### config.mk
export PLATFORM = sky130hd
export DESIGN_NAME = key_short_long_press_detector_core
export DESIGN_NICKNAME = d
export VERILOG_FILES = /design/src/rtl/kslpd_pkg.sv /design/src/rtl/kslpd_lane.sv /design/src/rtl/kslpd_merge.sv /design/src/rtl/key_short_long_press_detector_core.sv
export SDC_FILE = /design/constraint.sdc
export NUM_CORES = 1
export LEC_CHECK = 0
export ABC_CLOCK_PERIOD_IN_PS = 6300
export BUFFER_PORTS_ARGS = -buffer_cell sky130_fd_sc_hd__clkbuf_2
export CORE_MARGIN = 2
export CORE_UTILIZATION = 40
export DETAILED_ROUTE_END_ITERATION = 12
export PLACE_DENSITY = 0.53
export SETUP_SLACK_MARGIN = 0.4
export SLEW_MARGIN = 20
export SYNTH_ARGS = -nofsm -noshare
export SYNTH_HDL_FRONTEND = slang
export SYNTH_SLANG_ARGS = --single-unit
export TNS_END_PERCENT = 20
### constraint.sdc
create_clock -name aclk -period 6.3 [get_ports aclk]
set_clock_uncertainty 0.05 [all_clocks]
set_input_delay 1.26 -clock aclk [delete_from_list [all_inputs] [get_ports aclk]]
set_output_delay 1.26 -clock aclk [all_outputs]
set_load 0.005 [all_outputs]
### src/rtl/kslpd_pkg.sv
package kslpd_pkg;

    localparam int NUM_KEYS = 3;
    localparam int TIME_W   = 32;

    // Key machine modes. The released mode only exists inside one poll.
    localparam logic [1:0] MODE_IDLE     = 2'd0;
    localparam logic [1:0] MODE_DOWN     = 2'd1;
    localparam logic [1:0] MODE_RELEASED = 2'd2;
    localparam logic [1:0] MODE_LONG     = 2'd3;

    // Configuration register indexes.
    localparam int CFG_ADDR_W = 1;
    localparam int CFG_DATA_W = 32;
    localparam logic [CFG_ADDR_W-1:0] REG_SHORT_THR = 1'd0;
    localparam logic [CFG_ADDR_W-1:0] REG_LONG_THR  = 1'd1;

    localparam logic [TIME_W-1:0] SHORT_THR_RST = 32'd50;
    localparam logic [TIME_W-1:0] LONG_THR_RST  = 32'd3000;

    // Stream widths: fields packed from bit 0 up, padded to whole bytes.
    localparam int S_FIELDS_W = NUM_KEYS + TIME_W;
    localparam int S_TDATA_W  = ((S_FIELDS_W + 7) / 8) * 8;
    localparam int M_FIELDS_W = 2 * NUM_KEYS;
    localparam int M_TDATA_W  = ((M_FIELDS_W + 7) / 8) * 8;

    typedef struct packed {
        logic [NUM_KEYS-1:0] short_mask;
        logic [NUM_KEYS-1:0] long_mask;
    } kslpd_evt_t;

endpackage

### src/rtl/kslpd_lane.sv
module kslpd_lane
    import kslpd_pkg::*;
(
    input  logic              aclk,
    input  logic              aresetn,
    input  logic              step,
    input  logic              held,
    input  logic [TIME_W-1:0] now_ticks,
    input  logic [TIME_W-1:0] short_thr,
    input  logic [TIME_W-1:0] long_thr,
    output logic              short_evt,
    output logic              long_evt
);

    logic [1:0]        mode_reg;
    logic [1:0]        mode_next;
    logic [TIME_W-1:0] start_reg;
    logic [TIME_W-1:0] start_next;
    logic [TIME_W-1:0] elapsed;

    assign elapsed = now_ticks - start_reg;

    always_comb begin
        mode_next  = mode_reg;
        start_next = start_reg;
        short_evt  = 1'b0;
        long_evt   = 1'b0;
        unique case (mode_reg)
            MODE_DOWN, MODE_LONG: begin
                if (held) begin
                    if (elapsed >= long_thr) begin
                        long_evt   = 1'b1;
                        start_next = now_ticks;
                        mode_next  = MODE_LONG;
                    end
                end else begin
                    start_next = '0;
                    mode_next  = MODE_IDLE;
                    // Only a release straight from down reports anything.
                    if (mode_reg == MODE_DOWN) begin
                        if (elapsed >= long_thr) begin
                            long_evt = 1'b1;
                        end else if (elapsed >= short_thr) begin
                            short_evt = 1'b1;
                        end
                    end
                end
            end
            default: begin
                // Idle: a fresh press has zero held time, so only a zero
                // long threshold fires on the press poll itself.
                if (held) begin
                    start_next = now_ticks;
                    if (long_thr == '0) begin
                        long_evt  = 1'b1;
                        mode_next = MODE_LONG;
                    end else begin
                        mode_next = MODE_DOWN;
                    end
                end
            end
        endcase
    end

    always_ff @(posedge aclk) begin
        if (!aresetn) begin
            mode_reg  <= MODE_IDLE;
            start_reg <= '0;
        end else if (step) begin
            mode_reg  <= mode_next;
            start_reg <= start_next;
        end
    end

`ifndef SYNTHESIS
    assert property (@(posedge aclk) disable iff (!aresetn)
        !(short_evt && long_evt))
        else $error("lane reports short and long in the same poll");

    assert property (@(posedge aclk) disable iff (!aresetn)
        step && long_evt && held |=> mode_reg == MODE_LONG && start_reg == $past(now_ticks))
        else $error("long event while held did not restart the timer");
`endif

endmodule

### src/rtl/kslpd_merge.sv
module kslpd_merge
    import kslpd_pkg::*;
(
    input  logic                 aclk,
    input  logic                 aresetn,
    input  logic                 in_fire,
    input  logic [NUM_KEYS-1:0]  lane_short,
    input  logic [NUM_KEYS-1:0]  lane_long,
    output logic                 in_ready,
    output logic                 m_valid,
    input  logic                 m_ready,
    output kslpd_evt_t           m_evt
);

    kslpd_evt_t evt_new;
    kslpd_evt_t out_reg;
    kslpd_evt_t skid_reg;
    logic       out_valid_reg;
    logic       skid_valid_reg;

    assign evt_new.short_mask = lane_short;
    assign evt_new.long_mask  = lane_long;

    assign in_ready = !skid_valid_reg;
    assign m_valid  = out_valid_reg;
    assign m_evt    = out_reg;

    always_ff @(posedge aclk) begin
        if (!aresetn) begin
            out_valid_reg  <= 1'b0;
            skid_valid_reg <= 1'b0;
        end else begin
            if (out_valid_reg && m_ready) begin
                if (skid_valid_reg) begin
                    skid_valid_reg <= 1'b0;
                end else if (!in_fire) begin
                    out_valid_reg <= 1'b0;
                end
            end else if (!out_valid_reg) begin
                out_valid_reg <= in_fire;
            end else if (in_fire) begin
                skid_valid_reg <= 1'b1;
            end
        end
    end

    always_ff @(posedge aclk) begin
        if (out_valid_reg && m_ready) begin
            if (skid_valid_reg) begin
                out_reg <= skid_reg;
            end else if (in_fire) begin
                out_reg <= evt_new;
            end
        end else if (!out_valid_reg) begin
            if (in_fire) begin
                out_reg <= evt_new;
            end
        end else if (in_fire) begin
            skid_reg <= evt_new;
        end
    end

`ifndef SYNTHESIS
    assert property (@(posedge aclk) disable iff (!aresetn)
        skid_valid_reg |-> out_valid_reg)
        else $error("skid beat held while output stage is empty");

    assert property (@(posedge aclk) disable iff (!aresetn)
        in_fire |=> out_valid_reg)
        else $error("accepted poll produced no result beat");
`endif

endmodule

### src/rtl/key_short_long_press_detector_core.sv
// Channel | Ports                        | Beat contents (low bit up)
// input   | s_tvalid s_tready s_tdata    | keys_pressed[2:0], now_ticks[34:3]
// result  | m_tvalid m_tready m_tdata    | short_press_mask[2:0], long_press_mask[5:3]
// config  | cfg_wr_en cfg_addr cfg_wdata | 0 short_threshold, 1 long_threshold
//
// One poll per clock while s_tready is high; every key lane updates in the cycle the beat is accepted.
// The result beat is registered and comes from the output register.
// A one-entry skid stage lets one more poll in while the output is stalled;
// s_tready drops only while that skid entry is occupied.
// Reset (aresetn low, synchronous) puts all keys idle and restores thresholds.
module key_short_long_press_detector_core
    import kslpd_pkg::*;
(
    input  logic                  aclk,
    input  logic                  aresetn,
    input  logic                  s_tvalid,
    output logic                  s_tready,
    input  logic [S_TDATA_W-1:0]  s_tdata,   // keys_pressed, now_ticks, zero pad
    output logic                  m_tvalid,
    input  logic                  m_tready,
    output logic [M_TDATA_W-1:0]  m_tdata,   // short_press_mask, long_press_mask, zero pad
    input  logic                  cfg_wr_en,
    input  logic [CFG_ADDR_W-1:0] cfg_addr,
    input  logic [CFG_DATA_W-1:0] cfg_wdata
);

    logic [TIME_W-1:0]   short_thr_reg;
    logic [TIME_W-1:0]   long_thr_reg;
    logic [NUM_KEYS-1:0] keys_pressed;
    logic [TIME_W-1:0]   now_ticks;
    logic [NUM_KEYS-1:0] lane_short;
    logic [NUM_KEYS-1:0] lane_long;
    logic                in_fire;
    kslpd_evt_t          m_evt;

    assign keys_pressed = s_tdata[NUM_KEYS-1:0];
    assign now_ticks    = s_tdata[NUM_KEYS +: TIME_W];
    assign in_fire      = s_tvalid && s_tready;

    always_ff @(posedge aclk) begin
        if (!aresetn) begin
            short_thr_reg <= SHORT_THR_RST;
            long_thr_reg  <= LONG_THR_RST;
        end else if (cfg_wr_en) begin
            unique case (cfg_addr)
                REG_SHORT_THR: short_thr_reg <= cfg_wdata[TIME_W-1:0];
                REG_LONG_THR:  long_thr_reg  <= cfg_wdata[TIME_W-1:0];
                default:       ;
            endcase
        end
    end

    for (genvar k = 0; k < NUM_KEYS; k++) begin : g_lane
        kslpd_lane u_lane (
            .aclk      (aclk),
            .aresetn   (aresetn),
            .step      (in_fire),
            .held      (keys_pressed[k]),
            .now_ticks (now_ticks),
            .short_thr (short_thr_reg),
            .long_thr  (long_thr_reg),
            .short_evt (lane_short[k]),
            .long_evt  (lane_long[k])
        );
    end

    kslpd_merge u_merge (
        .aclk       (aclk),
        .aresetn    (aresetn),
        .in_fire    (in_fire),
        .lane_short (lane_short),
        .lane_long  (lane_long),
        .in_ready   (s_tready),
        .m_valid    (m_tvalid),
        .m_ready    (m_tready),
        .m_evt      (m_evt)
    );

    always_comb begin
        m_tdata = '0;
        m_tdata[NUM_KEYS-1:0]        = m_evt.short_mask;
        m_tdata[NUM_KEYS +: NUM_KEYS] = m_evt.long_mask;
    end

endmodule

==> flow_summary.yaml <==
worst_setup_path:
  r2r_start: "g_lane[0].u_lane.start_reg[0]"
  path_cells: "clkbuf_2 > inv_1 > ha_1 > inv_1 > fa_1 > a21o_1 > a21oi_1 > o21ai_0 > nand2_1 > o21ai_0 > a211o_1 > a31o_2 > a21oi_1 > xnor2_1 > ha_1 > a21o_1 > a21o_1 > a211oi_1 > buf_4 > nand2b_1 > buf_12 > o22ai_1 > a22o_1 > a21o_1"
  ff2ff_path_depth: 22
  reg2reg_slack_ns: 1.03
  critPathArrivalTime_ns: 6.06
  cp-end-kind: "flop"
  path_max_fanout: 30
  required_ns: 6.61
  crit_path_top_delay_cell: "a211o_1"
  start_kind: "input port"
  timing.critical_path.to: "g_lane[0].u_lane.start_reg[30]"
  r2r_end: "g_lane[0].u_lane.start_reg[30]"
  worst_path_most_repeated_cell: "a21o_1"
  critPathBufInv: 5
  crit_type: "input port to flop"
  max_stage_delay_ns: 0.43
  crit_start: "s_tdata[3]"
  critPathTopFamily: "compound AO/OA/AOI/OAI gates"
  path_depth: 24
power_and_ir_drop:
  power_leakage_nw: 8.59
  powerDensity_nw_per_um2: 279
  peakVddDrop_mv: 0.173
  total_power_mw: 5.34
floorplan:
  start_util_pct: 40.7
  die_h_um: 211
  fp.dieW_um: 211
  fp-row-count: 75
  die_area_um2: 44500
  top_level_ports: 88
  core-area_um2: 42100
yosys:
  synth_warnings: 0
  synth_compound_area_share_pct: 29.7
  synth_area_um2: 17100
  yosysTopAreaCellShare_pct: 20.8
  post_synth_num_cell_types: 64
  ys_top_cells_by_area: "ha_1, dfxtp_1, a21o_1"
  synth_fa_ha_area_share_pct: 21.1
  avgSynthCellArea_um2: 8.10
  synth_edf_count: 12
  synth_cells: 2117
  synthArstFlopShare_pct: 0
  ys_ff_latch: 180
  yosysSeqAreaShare_pct: 21.7
  synth_flop_cell: "dfxtp_1"
  synth_xor_area_share_pct: 4.34
  synthMuxAreaShare_pct: 3.94
  synth_top_cell_by_area: "ha_1"
  synth_top_family_by_area: "compound AO/OA/AOI/OAI gates"
  yosys.area_share.simple_pct: 13.0
timing:
  rsz0062_at_grt: "yes"
  setup_viol: 0
  timing.hold.ws_ns: 0.401
  fmax_mhz: 174
  setup_ws_ns: 0.559
  slew_headroom_pct: 25.0
  drv_slew: 0
  finalCritPeriodShare_pct: 91.1
  min_period_ns: 5.74
  fin_tns_setup_ns: 0
  tightest_slew_ns: 1.11
  hold_violations: 0
clock_network:
  cts_tree: "yes"
  hold_buffers: 0
  clock_sinks: 180
  cts_made_buffers: 17
  clk_latency_ns: 0.48
  path_clk_slew_ns: 0.07
  cts_root_buf: "clkbuf_16"
  cts_buffer_depth: 2
  ctsHtreeMaxLevel: 4
cells_and_area:
  multiInputGateArea_um2: 12500
  layout.cells.non_filler: 2744
  largest_reg_flops: 96
  diodes: 0
  syn_to_final_growth_pct: 11.6
  fillCellCount: 4238
  ff_latch_area_um2: 3720
  drive_above_1_share_pct: 12.1
  nets: 2558
route:
  route.detailed.drc: 0
  via_count: 15910
  drt-vias-per-instance: 5.80
  drt-total-wl_mm: 56.6
  drtIter0Drc: 882
  first_pass_iters: 5
  ant_nets: 0
  wire_per_inst_um: 20.6
placed_design:
  dp.cells: 2712
  pre_cts_ws_ns: -0.127
  gp_congestion: 0.908
  dp_hpwl_mm: 43.3
  numPortBuffers: 80
global_routing:
  grt_pass1_vias: 15223
  gr-usage-all-layers_pct: 25.4
  grt_pass1_wl_mm: 86.4
  grt_remaining_overflow: 0
  antenna_found_initial: 1
  grt_max_degree: 61
job:
  cap_violations: 0
min_path:
  hold_path.class: "flop to flop"
status:
  status: "complete, no violations"
[per-layer routing]
| layer | vias up | track usage, % | routed length [µm] |
|---|---|---|---|
| met5 | - | 0 | 11 |
| met4 | 2 | 7.53 | 1170 |
| met3 | 69 | 3.57 | 1880 |
| met2 | 320 | 45.6 | 28300 |
| met1 | 7581 | 31.4 | 25200 |
| li1 | 7938 | - | - |
[placed cells by master (no fill, tap or decap), types with 5 or more instances in the layout]
master / instances
ha_1: 285
nand2_1: 210
a21oi_1: 190
a21o_1: 189
inv_1: 188
dfxtp_1: 168
a22o_1: 93
nor2_1: 80
clkbuf_2: 79
o22ai_1: 66
xnor2_1: 62
mux2_2: 60
o21ai_0: 59
buf_4: 54
nand4_1: 44
nand3_1: 29
nand2b_1: 26
xor2_1: 23
nor2b_1: 20
o21a_1: 18
o211ai_1: 17
clkbuf_16: 17
a31oi_1: 14
nor4_1: 14
and3_1: 12
edfxtp_1: 12
o21bai_1: 11
a211oi_1: 11
a211o_1: 9
nor3_1: 9
buf_12: 8
a31o_2: 7
and2_1: 7
o21ai_1: 7
a221oi_1: 6
o2111ai_1: 5
and4_1: 5
a2111oi_0: 5
[cell families after synthesis]
kind of cell / count (synthesis)
buffers and inverters: 276
adder cells (fa/ha/maj): 288
AO/OA/AOI/OAI: 751
AND/OR/NAND/NOR: 476
multiplexers: 60
XOR/XNOR: 85
flip-flops: 180
other: 1
[layout make-up]
| type | instances | share of cell area, % |
|---|---|---|
| Multi-Input combinational cell | 1662 | 65.2 |
| Sequential cell | 180 | 19.5 |
| Timing Repair Buffer | 142 | 5.05 |
| Inverter | 189 | 3.71 |
| Tap cell | 539 | 3.52 |
| Clock buffer | 18 | 2.30 |
| Clock inverter | 14 | 0.745 |
[worst register-to-register path, cell delays in order, from the launching register on]
cell,delay (ns)
dfxtp_1,0.46
ha_1,0.24
inv_1,0.06
fa_1,0.41
a21o_1,0.20
a21oi_1,0.18
o21ai_0,0.17
nand2_1,0.17
o21ai_0,0.24
a211o_1,0.43
a31o_2,0.25
a21oi_1,0.17
xnor2_1,0.19
ha_1,0.24
a21o_1,0.18
a21o_1,0.18
a211oi_1,0.24
buf_4,0.18
nand2b_1,0.16
buf_12,0.24
o22ai_1,0.13
a22o_1,0.25
a21o_1,0.14
[how the worst min path moves through the flow]
stage                                   startpoint                              to  slack, ns  depth (start not counted)
CTS                 g_lane[2].u_lane.start_reg[25]  g_lane[2].u_lane.start_reg[25]       0.41                          1
global route         g_lane[0].u_lane.start_reg[9]   g_lane[0].u_lane.start_reg[9]       0.42                          1
floorplan           g_lane[0].u_lane.start_reg[30]  g_lane[0].u_lane.start_reg[30]       0.38                          1
detailed placement  g_lane[0].u_lane.start_reg[22]  g_lane[0].u_lane.start_reg[22]       0.39                          1
global placement    g_lane[2].u_lane.start_reg[12]  g_lane[2].u_lane.start_reg[12]       0.38                          1
finish              g_lane[0].u_lane.start_reg[29]  g_lane[0].u_lane.start_reg[29]       0.40                          1
[through the flow]
stage | util (%) | area, µm²
global placement | 43.9 | 18500
finish | 45.4 | 19100
CTS | 45.3 | 19100
global route | 45.4 | 19100
floorplan | - | 17200
detailed placement | 43.9 | 18500
[synth_stat cells (9+ instances only)]
cell      count
a211o_1       9
nor2_1       81
a22o_1       93
ha_1        285
mux2_2       60
o211ai_1     17
a211oi_1     11
nand3_1      29
o22ai_1      66
clkbuf_1     76
o21ai_0      63
dfxtp_1     168
nor4_1       17
a21oi_1     193
nor3_1       11
o21a_1       18
a31oi_1      14
nand4_1      44
a21o_1      189
edfxtp_1     12
inv_1       189
and3_1       12
xnor2_1      62
nand2b_1     26
nor2b_1      22
nand2_1     210
buf_1         9
xor2_1       23
o21bai_1     11
[timing repair]
item                                    in CTS  in global routing
endpoints found under the setup margin       1                100
hold endpoints to repair                     0                  0
resized for setup                            1                 15
setup buffers                                0                  0
pin swaps                                    0                  4
[power by group]
group	total (mW)	leakage, nW	internal, mW	switching, mW
Sequential	1.32	1.50	1.26	0.0622
Clock	1.11	0.278	0.567	0.545
Combinational	2.91	6.80	1.24	1.67
Total	5.34	8.59	3.07	2.27
(Power assumes the default switching activity.)
